`src/rtl/core/rhcs_pkg.sv`:
```
`timescale 1ns / 1ps
// Types, codes and hash arithmetic for the rolling hash chunk splitter.
// No dependencies; used by rolling_hash_chunk_splitter_top.
package rhcs_pkg;

  localparam int BYTE_W      = 8;
  localparam int HASH_W      = 12;
  localparam int LEN_W       = 17;
  localparam int CFG_IDX_W   = 1;
  localparam int CFG_DATA_W  = 17;
  localparam int WINDOW_LEN  = 16;
  localparam int MAX_BLOCK_DEF = 65536;

  localparam logic [LEN_W-1:0]  MIN_LEN_RESET = 17'd2048;
  localparam logic [HASH_W-1:0] RESIDUE_RESET = 12'd3453;

  localparam logic [HASH_W:0]   HASH_MOD  = 13'd4093;
  localparam logic [HASH_W-1:0] HASH_DROP = 12'd2998;
  localparam logic [HASH_W:0]   HASH_FOLD = 13'd4096 - HASH_MOD;

  localparam logic [CFG_IDX_W-1:0] CFG_MIN_LEN = 1'd0;
  localparam logic [CFG_IDX_W-1:0] CFG_RESIDUE = 1'd1;

  typedef enum logic [1:0] {
    CAUSE_NONE = 2'd0,
    CAUSE_HASH = 2'd1,
    CAUSE_MAX  = 2'd2,
    CAUSE_EOF  = 2'd3
  } cause_t;

  function automatic logic [HASH_W-1:0] hash_next(
    input logic [HASH_W-1:0] h,
    input logic [BYTE_W-1:0] b,
    input logic [BYTE_W-1:0] lv
  );
    logic [20:0]     sum;
    logic [HASH_W:0] f1;
    logic [HASH_W:0] f2;
    sum = 21'({h, 8'h00}) + 21'(b) + 21'(lv) * 21'(HASH_DROP);
    f1  = 13'(sum[11:0]) + 13'(sum[20:12]) * HASH_FOLD;
    f2  = 13'(f1[11:0]) + (f1[12] ? HASH_FOLD : 13'd0);
    if (f2 >= HASH_MOD) begin
      f2 = f2 - HASH_MOD;
    end
    return f2[HASH_W-1:0];
  endfunction

endpackage

```
`src/rtl/core/rolling_hash_chunk_splitter_top.sv`:
```
`timescale 1ns / 1ps
// Content-defined chunk splitter: rolling hash mod 4093 over a 16-byte window.
// Depends on rhcs_pkg for codes, widths and the hash update function.
//
//   port group | dir | handshake          | payload
//   in_        | in  | in_valid/in_ready  | data_byte, last_of_file
//   out_       | out | out_valid/out_ready| block_end, block_length, end_cause
//   cfg_       | in  | cfg_valid/cfg_ready| index, data (always ready)
//
// One item per cycle while in_ready is high; the result is registered and appears in the cycle after the item is taken.
// The hash update, window shift and count are computed combinationally and registered with the result.
// in_ready drops only while a result waits and out_ready is low.
// Reset (synchronous, rst_n low) clears window, hash, count and loads register defaults.
module rolling_hash_chunk_splitter_top
  import rhcs_pkg::*;
#(
  parameter int MAX_BLOCK = MAX_BLOCK_DEF
) (
  input  logic                  clk,
  input  logic                  rst_n,
  input  logic                  in_valid,
  output logic                  in_ready,
  input  logic [BYTE_W-1:0]     in_data_byte,
  input  logic                  in_last_of_file,
  output logic                  out_valid,
  input  logic                  out_ready,
  output logic                  out_block_end,
  output logic [LEN_W-1:0]      out_block_length,
  output logic [1:0]            out_end_cause,
  input  logic                  cfg_valid,
  output logic                  cfg_ready,
  input  logic [CFG_IDX_W-1:0]  cfg_index,
  input  logic [CFG_DATA_W-1:0] cfg_data
);

  localparam int CNT_W = $clog2(MAX_BLOCK + 1);

  logic [LEN_W-1:0]  min_len_r;
  logic [HASH_W-1:0] residue_r;

  logic [BYTE_W-1:0] win_r   [WINDOW_LEN];
  logic [BYTE_W-1:0] win_nxt [WINDOW_LEN];
  logic [HASH_W-1:0] hash_r, hash_nxt, hash_upd;
  logic [CNT_W-1:0]  cnt_r, cnt_nxt, cnt_inc;
  logic [31:0]       cnt_ext;

  logic              out_valid_r;
  logic              out_block_end_r;
  logic [LEN_W-1:0]  out_len_r;
  cause_t            out_cause_r;
  cause_t            cause;

  logic              in_acc;

  assign in_ready  = !out_valid_r || out_ready;
  assign in_acc    = in_valid && in_ready;
  assign cfg_ready = 1'b1;

  assign hash_upd = hash_next(hash_r, in_data_byte, win_r[0]);
  assign cnt_inc  = cnt_r + CNT_W'(1);
  assign cnt_ext  = 32'(cnt_inc);

  always_comb begin
    if (cnt_ext >= 32'(min_len_r) && hash_upd == residue_r) begin
      cause = CAUSE_HASH;
    end else if (cnt_ext >= 32'(MAX_BLOCK)) begin
      cause = CAUSE_MAX;
    end else if (in_last_of_file) begin
      cause = CAUSE_EOF;
    end else begin
      cause = CAUSE_NONE;
    end
  end

  always_comb begin
    if (cause != CAUSE_NONE) begin
      hash_nxt = '0;
      cnt_nxt  = '0;
      for (int i = 0; i < WINDOW_LEN; i++) begin
        win_nxt[i] = '0;
      end
    end else begin
      hash_nxt = hash_upd;
      cnt_nxt  = cnt_inc;
      for (int i = 0; i < WINDOW_LEN - 1; i++) begin
        win_nxt[i] = win_r[i+1];
      end
      win_nxt[WINDOW_LEN-1] = in_data_byte;
    end
  end

  always_ff @(posedge clk) begin
    if (!rst_n) begin
      min_len_r <= MIN_LEN_RESET;
      residue_r <= RESIDUE_RESET;
    end else if (cfg_valid && cfg_ready) begin
      case (cfg_index)
        CFG_MIN_LEN: min_len_r <= cfg_data;
        CFG_RESIDUE: residue_r <= cfg_data[HASH_W-1:0];
        default: ;
      endcase
    end
  end

  always_ff @(posedge clk) begin
    if (!rst_n) begin
      hash_r <= '0;
      cnt_r  <= '0;
      for (int i = 0; i < WINDOW_LEN; i++) begin
        win_r[i] <= '0;
      end
    end else if (in_acc) begin
      hash_r <= hash_nxt;
      cnt_r  <= cnt_nxt;
      for (int i = 0; i < WINDOW_LEN; i++) begin
        win_r[i] <= win_nxt[i];
      end
    end
  end

  always_ff @(posedge clk) begin
    if (!rst_n) begin
      out_valid_r <= 1'b0;
    end else if (in_acc) begin
      out_valid_r <= 1'b1;
    end else if (out_ready) begin
      out_valid_r <= 1'b0;
    end
  end

  always_ff @(posedge clk) begin
    if (in_acc) begin
      out_block_end_r <= (cause != CAUSE_NONE);
      out_len_r       <= cnt_ext[LEN_W-1:0];
      out_cause_r     <= cause;
    end
  end

  assign out_valid        = out_valid_r;
  assign out_block_end    = out_block_end_r;
  assign out_block_length = out_len_r;
  assign out_end_cause    = out_cause_r;

`ifndef SYNTHESIS
  a_hash_range: assert property (@(posedge clk) disable iff (!rst_n)
    hash_r < HASH_MOD[HASH_W-1:0])
    else $error("hash out of range");

  a_cnt_range: assert property (@(posedge clk) disable iff (!rst_n)
    32'(cnt_r) < 32'(MAX_BLOCK))
    else $error("block count reached maximum without clearing");

  a_end_clears: assert property (@(posedge clk) disable iff (!rst_n)
    (in_acc && cause != CAUSE_NONE) |=> (cnt_r == '0 && hash_r == '0))
    else $error("block end did not clear state");

  a_end_flag: assert property (@(posedge clk) disable iff (!rst_n)
    out_valid_r |-> (out_block_end_r == (out_cause_r != CAUSE_NONE)))
    else $error("block_end disagrees with end_cause");

  a_len_nonzero: assert property (@(posedge clk) disable iff (!rst_n)
    (in_acc && cnt_inc == '0) |-> 1'b0)
    else $error("count wrapped");
`endif

endmodule

```
`config.mk`:
```
export PLATFORM = sky130hd
export DESIGN_NAME = rolling_hash_chunk_splitter_top
export DESIGN_NICKNAME = d
export VERILOG_FILES = /design/src/rtl/core/rhcs_pkg.sv /design/src/rtl/core/rolling_hash_chunk_splitter_top.sv
export SDC_FILE = /design/constraint.sdc
export NUM_CORES = 1
export LEC_CHECK = 0
export BUFFER_PORTS_ARGS = -buffer_cell sky130_fd_sc_hd__buf_2
export CORE_ASPECT_RATIO = 0.5
export CORE_MARGIN = 2
export CORE_UTILIZATION = 55
export CTS_CLUSTER_SIZE = 8
export DETAILED_ROUTE_END_ITERATION = 8
export PLACE_DENSITY = 0.72
export SYNTH_ARGS = -nofsm -noshare
export SYNTH_HDL_FRONTEND = slang
export SYNTH_SLANG_ARGS = --single-unit
export TNS_END_PERCENT = 10
```
`constraint.sdc`:
```
create_clock -name clk -period 26 [get_ports clk]
set_input_delay 1.3 -clock clk [delete_from_list [all_inputs] [get_ports clk]]
set_output_delay 1.3 -clock clk [all_outputs]
set_load 0.1 [all_outputs]
```
* Word-level counts from Yosys, hierarchy flattened
Memory sizes are Yosys's and may differ from the RTL's.
Cells that the tools add are included.
Widths: inputs -> output; s select.
** Storage, ports and cells
- Memory bits (writable) :: 128
- Memories :: 1
- Input bits :: 32
- Output and inout port bits :: 23
- Register bits after elaboration :: 79
** Cells by class
- $add $sub $neg :: 6
- Bitwise operators :: 17
- $lt $le $gt $ge :: 3
- Multipliers :: 2
- Eq/ne operators :: 1
- Reduce and logical (&&, ||, !) cells :: 8
- Multiplexer cells :: 30
** Memory list
- win_r :: words 16, width 8, read ports 16, clocked after Yosys merged registers in 0, wr ports 16, line rolling_hash_chunk_splitter_top.sv:41 : logic [BYTE_W-1:0] win_r [WINDOW_LEN];
** Operators with widths (count)
- $mux 128 :: 1
- $mux 8 :: 16
- $mux 12 :: 2
- $add 20x8->21 :: 1
- $add 21x20->21 :: 1
- $mul 8x11->19 const B :: 1
- $add 17x1->17 const B :: 1
- $ge 17x17->1 :: 1
- $ge 17x17->1 const B :: 1
- $mux 17 :: 1
- $or 1x1->1 :: 16
- $add 12x11->13 :: 1
- $add 12x2->13 :: 1
- $ge 13x12->1 const B :: 1
- $eq 12x12->1 :: 1
- $sub 12x12->12 const B :: 1
- $mul 9x2->11 const B :: 1
- $mux 2 :: 4
- $mux 1 :: 6
- $reduce_and 2->1 :: 2
- $reduce_bool 2->1 :: 2
- $logic_and 1x1->1 :: 2
- $logic_not 1->1 :: 1
- $logic_or 1x1->1 :: 1
- $not 1->1 :: 1

* Logic depth before layout (Yosys ltp)
Gate-level depths: netlist of run 1.
An unclocked memory read counts as a cell.
- Depth after elaboration :: 15
- Depth in mapped cells :: 46
- Gate-level depth less buffers :: 44

* Worst setup path before layout of run 1
OpenSTA, ideal clock, no wires.
- Kind :: register to register
- Start point :: memory win_r[0][6]
- End point :: memory win_r[7][5], in the netlist win_r[0][61] (data pin)
- Required time :: 25743 ps
- Arrival :: 10218 ps
- Stages on the path, launching flop included :: 47
- Path slack :: 15526 ps
- Clock period less this slack :: 10474 ps
- Cells stage by stage :: edfxtp_1 -> ha_1 -> xor2_1 -> ha_1 -> inv_1 -> fa_1 -> fa_1 -> inv_1 -> ha_1 -> inv_1 -> o21bai_1 -> a21oi_1 -> o21bai_1 -> a21oi_1 -> o21bai_1 -> a21oi_1 -> o21ai_0 -> and4_1 -> [... 11 more ...] -> o21ai_0 -> or2_2 -> o31a_1 -> a21boi_0 -> ha_1 -> a21o_1 -> and3_1 -> nor2_1 -> nand3_1 -> a2111oi_0 -> o311a_1 -> o21ba_2 -> o32ai_1 -> and3_1 -> a311oi_4 -> buf_6 -> buf_4 -> and3_1
** RTL lines (line)
- start, declared :: rolling_hash_chunk_splitter_top.sv:41

==> impl_metrics.yaml, run 1 <==
synth:
  synth_fp_nets: 1354
  ys_types: 79
  synth.area.mux_share_pct: 0.2393
  yosysWarnings: 0
  synth_area_sq_um: 12550
  synth_top_family_by_area: "adder cells"
  yosysSeqAreaShare_pct: 44.83
  synth_compound_area_share_pct: 13.28
  synthCells: 1179
  synthXorXnorAreaFrac_pct: 4.556
  synthArstFlopShare_pct: 0
  synth_edf_count: 148
  yosys.area_share.simple_pct: 16.15
  synth_area_per_cell_sq_um: 10.64
  synth_fa_ha_area_share_pct: 16.29
  synth_flop_cell: "edfxtp_1"
  ys_seq_elements: 207
grt:
  overflow: 0
  grtUsageTotal_pct: 22.30
  antenna_found_initial: 0
  grt_pass1_vias: 8599
  grt_max_degree: 130
  grt_pass1_wl_um: 43460
detailed_routing:
  wl_per_cell_um: 16.75
  drt_wl_total_um: 25750
  first_pass_iters: 5
  vias: 8870
  drtAntennaViolNets: 0
  drc: 0
  dr.first_iter.drc_count: 714
  routed_via_density: 5.771
setup_path:
  critPathKind: "flop to flop"
  arrival_ns: 13.09
  worstPathRequired_ns: 26.40
  critPathSlowestCell: "buf_4"
  endpoint_kind: "flop"
  critPathMaxFanout: 129
  rrSetupSlack_ns: 13.31
  max_stage_delay_ns: 0.79
  startpoint_type: "flop"
  cp_common_cell: "ha_1"
sta:
  setup_violations: 0
  fin_setup_tns_ns: 0
  max_freq_ghz: 0.07879
  finClkSkew_ns: 0.01084
  slew_viol_final: 0
  slew_headroom_pct: 21.23
  rsz0062_at_grt: "no"
  tightest_slew_ns: 1.179
  post-route-min-period_ns: 12.69
  timing.final.crit_share_pct: 48.82
  hold_violations: 0
place:
  gp_congestion: 0.8926
  post-dp-hpwl_um: 18450
  port_buffers: 53
clock_network:
  numCtsBuffers: 29
  cts_max_level: 1
  hold_buffers: 0
  clkLatencyLatePin_ns: 0.54
  clkSlewWorstSetupHoldPaths_ns: 0.06
  clkSinkCount: 207
  root_buffer: "clkbuf_16"
  post_cts_resized: 0
  cts_tree: "yes"
  postCtsSetupRepairBufs: 0
  cts_max_path_buffers: 3
layout:
  n_antenna_cell: 0
  nFillCells: 1783
  multi_input_area_sq_um: 6349
  regArea_sq_um: 5625
  nets: 1398
  area_growth_pct: 10.08
  drive_above_1_share_pct: 8.780
floorplan:
  die_area_sq_um: 24110
  initial_core_util_pct: 55.55
  dieHeight_um: 110.8
  rows: 39
  chipWidth_um: 217.6
  core_area_sq_um: 22590
  io_pins: 55
run_status:
  outcome: "completed"
run:
  cap_violations: 0
min_path:
  min_path_type: "flop to flop"
## layout make-up
class                      instances  area share (%)
sequential                       207           40.72
timing repair buffer              58           2.192
multi-input combinational        827           45.96
clock inverter                     1          0.1449
clock buffer                      37           5.471
inverter                         100           2.735
tap                              307           2.781
## critical path, delay by kind of cell, from the launching register on
kind | cells | cell delay [ns]
flip-flops | 1 | 0.52
XOR/XNOR | 3 | 0.62
buffers and inverters | 3 | 0.88
adder cells (fa/ha/maj) | 9 | 3.21
AND/OR/NAND/NOR | 8 | 1.74
AO/OA/AOI/OAI | 20 | 5.47
## layout by cell type (no fill, tap or decap), types with 8 or more instances in the layout
master,count
edfxtp_1,148
ha_1,109
nand2_1,103
inv_1,99
and3_1,91
dfxtp_1,59
a21oi_1,55
and2_1,53
buf_2,53
xnor2_1,39
o21ai_0,39
nor2_1,38
fa_1,34
clkbuf_16,29
nand3_1,28
a21o_1,23
xor2_1,21
nor3_1,16
a32o_1,14
nand2b_1,12
o211ai_1,12
o21bai_1,11
a211oi_1,10
o31ai_1,8
nand4_1,8
clkbuf_1,8
## registers in the layout, summed over array words and instances, names as in the netlist
name / count
win_r: 128
cnt_r: 17
min_len_r: 17
out_block_length: 17
hash_r: 12
residue_r: 12
out_end_cause: 2
out_block_end: 1
out_valid: 1
## cells by family (layout without fill, tap and decap cells)
group | count (synthesis) | in the layout
AOI/OAI and AO/OA | 235 | 235
xor gates and xnor gates | 62 | 62
adders and majority gates | 143 | 143
buffers and inverters | 145 | 196
DFF | 207 | 207
muxes | 3 | 3
other | 1 | 1
and+or+nand+nor | 383 | 383
## path summary, 6_finish.rpt
check / start / depth (start not counted) / to
worst max register to register: win_r[0][6] / 43 / win_r[1][6]
worst max-delay path: win_r[0][6] / 43 / win_r[1][6]
worst min register to register: min_len_r[7] / 2 / min_len_r[7]
worst min-delay path: min_len_r[7] / 2 / min_len_r[7]
## routing by layer
layer / up-vias / wire length (um) / part of all wire, % / track usage (%)
met2: 216 / 11280 / 44 / 33.50
met1: 4278 / 12680 / 49 / 33.38
met4: 0 / 558 / 2.2 / 5.845
li1: 4336 / - / - / -
met5: - / 0 / 0 / 0
met3: 40 / 1232 / 4.8 / 3.813
## cell usage after synthesis (23+ instances only)
master    count  area share, %
a21o_1       23            1.4
a21oi_1      55            2.2
and2_1       54            2.7
and3_1       91            4.5
clkbuf_1     33           0.99
dfxtp_1      59            9.4
edfxtp_1    148             35
fa_1         34            5.4
ha_1        109             11
inv_1       100            3.0
nand2_1     103            3.1
nand3_1      28            1.1
nor2_1       39            1.2
o21ai_0      39            1.6
xnor2_1      39            2.7
## per-stage QoR
stage                     utilization (%)  instances  setup WS, ns  hold WS [ns]  area [sq um]
after floorplan                         -       1179         15.53        0.4315         12550
after global placement              57.71       1499         13.56        0.4450         13040
after detailed placement            57.71       1499         13.31        0.4486         13040
after CTS                           61.15       1537         13.29        0.4558         13810
after global routing                61.15       1537         12.36        0.4781         13810
final                               61.15       1537         13.31        0.4586         13810
Power of run 1 is not shown: default switching activity piles up to over one toggle a cycle in this logic, so the estimate is an artifact.
==> inputs of run 2 (changes only) <==
PLACE_DENSITY = 0.75   (was 0.72)
clock period = 11.1 ns   (was 26 ns; I/O delays follow)
==> run 2 against run 1 <==
  * Fmax rose by 18%
  * Worst hold slack got worse by 0.22 ns
  * Worst setup slack got worse by 13 ns
  * Via count rose by 2.6%
  * Clock skew rose by 0.0066 ns
  * Highest routed layer unchanged
==> impl_metrics.yaml, run 2 (same netlist as run 1, synthesis figures left out) <==
detailed_routing:
  wl_per_cell_um: 17.35
  vias: 9100
  first_pass_iters: 5
  drtAntennaViolNets: 0
  dr.first_iter.drc_count: 673
  routed_via_density: 5.774
  drt_wl_total_um: 27350
  drc: 0
setup_path:
  critPathSlowestCell: "or4_4"
  endpoint_kind: "flop"
  startpoint_type: "flop"
  worstPathRequired_ns: 11.39
  critPathKind: "flop to flop"
  crit_family: "adder cells"
  cp_common_cell: "inv_1"
  max_stage_delay_ns: 0.58
  arrival_ns: 11.03
  critPathMaxFanout: 24
  crit_buf_inv: 9
floorplan:
  dieHeight_um: 110.8
  rows: 39
  chipWidth_um: 217.6
  die_area_sq_um: 24110
  core_area_sq_um: 22590
  initial_core_util_pct: 55.55
  io_pins: 55
grt:
  overflow: 0
  grt_max_degree: 117
  grt_pass1_wl_um: 43660
  antenna_found_initial: 0
  grtUsageTotal_pct: 22.39
  grt_pass1_vias: 8751
sta:
  slew_headroom_pct: 23.90
  finClkSkew_ns: 0.01741
  hold_violations: 0
  tightest_slew_ns: 1.139
  slew_viol_final: 0
  worst_slack_ns: 0.3601
  post-route-min-period_ns: 10.74
  hold_slack_ns: 0.2406
  max_freq_ghz: 0.09311
  setup_violations: 0
  timing.final.crit_share_pct: 96.76
layout:
  n_antenna_cell: 0
  nets: 1438
  regArea_sq_um: 5625
  drive_above_1_share_pct: 14.26
  largest_register: "win_r"
  area_growth_pct: 14.93
  mostFrequentLayoutCell: "edfxtp_1"
  multi_input_area_sq_um: 6561
  nFillCells: 1724
  largest_reg_flops: 128
  finish.utilization_pct: 63.84
  final_cell_mix: "edfxtp_1, nand2_1, ha_1, inv_1, and3_1"
clock_network:
  root_buffer: "clkbuf_16"
  clkSinkCount: 207
  cts_tree: "yes"
  hold_buffers: 0
  cts_max_path_buffers: 3
  clkLatencyLatePin_ns: 0.55
  cts_max_level: 1
  numCtsBuffers: 29
  clkSlewWorstSetupHoldPaths_ns: 0.06
run_status:
  outcome: "completed"
min_path:
  min_path_type: "input pin to flop"
place:
  gp_congestion: 0.9200
  pre_cts_ws_ns: -0.1306
  port_buffers: 53
  post-dp-hpwl_um: 18930
run:
  cap_violations: 0
-- run 2: changes by cell type in the layout (fill, tap and decap cells not counted), moves of 3 or more --
| cell | before | now |
|---|---|---|
| a21oi_1 | 55 | 47 |
| a21oi_2 | 0 | 8 |
| buf_4 | 5 | 39 |
| ha_1 | 109 | 102 |
| ha_2 | 0 | 4 |
| ha_4 | 0 | 3 |
-- run 2: worst min-delay path: stages --
cell,delay [ns]
buf_2,0.09
nand2_1,0.05
nand3_1,0.06
-- run 2: per-stage QoR --
step / std cells / TNS, ns / cell area (sq um)
finish: 1576 / 0 / 14420
floorplan: 1179 / 0 / 12550
CTS: 1561 / 0 / 14070
global placement: 1519 / -0.6784 / 13200
global route: 1576 / -18.76 / 14420
detailed placement: 1519 / -13.27 / 13200
-- run 2: routing by layer --
metal  routed length, um  vias to the layer above  track usage (%)
li1                    -                     4420                -
met1               13050                     4402            32.80
met2               12440                      227            35.10
met3                1173                       51            3.292
met4                 681                        0            5.525
met5                   0                        -                0
-- run 2: cell type report --
| type | count | area share, % |
|---|---|---|
| Timing Repair Buffer | 98 | 4.875 |
| Tap cell | 307 | 2.663 |
| Inverter | 100 | 2.620 |
| Clock inverter | 1 | 0.1388 |
| Multi-Input combinational cell | 827 | 45.49 |
| Sequential cell | 207 | 39.00 |
| Clock buffer | 36 | 5.213 |
-- run 2: final timing paths --
kind / end / depth (start not counted) / startpoint / slack (ns)
setup / recovery: win_r[0][44] / 45 / win_r[0][5] / 0.36
setup reg to reg: win_r[0][44] / 45 / win_r[0][5] / 0.36
hold / removal: residue_r[0] / 3 / cfg_data[0] / 0.24
hold reg to reg: min_len_r[15] / 2 / min_len_r[15] / 0.45
-- run 2: what timing repair did --
action                     4_1_cts  5_1_grt
setup endpoints to repair      142      159
cloned                           1        2
buffers inserted                 4       13
hold endpoints to repair         0        0
pin swaps                        4       18
resized for setup                7       43
Power of run 2 is left out for the same reason.
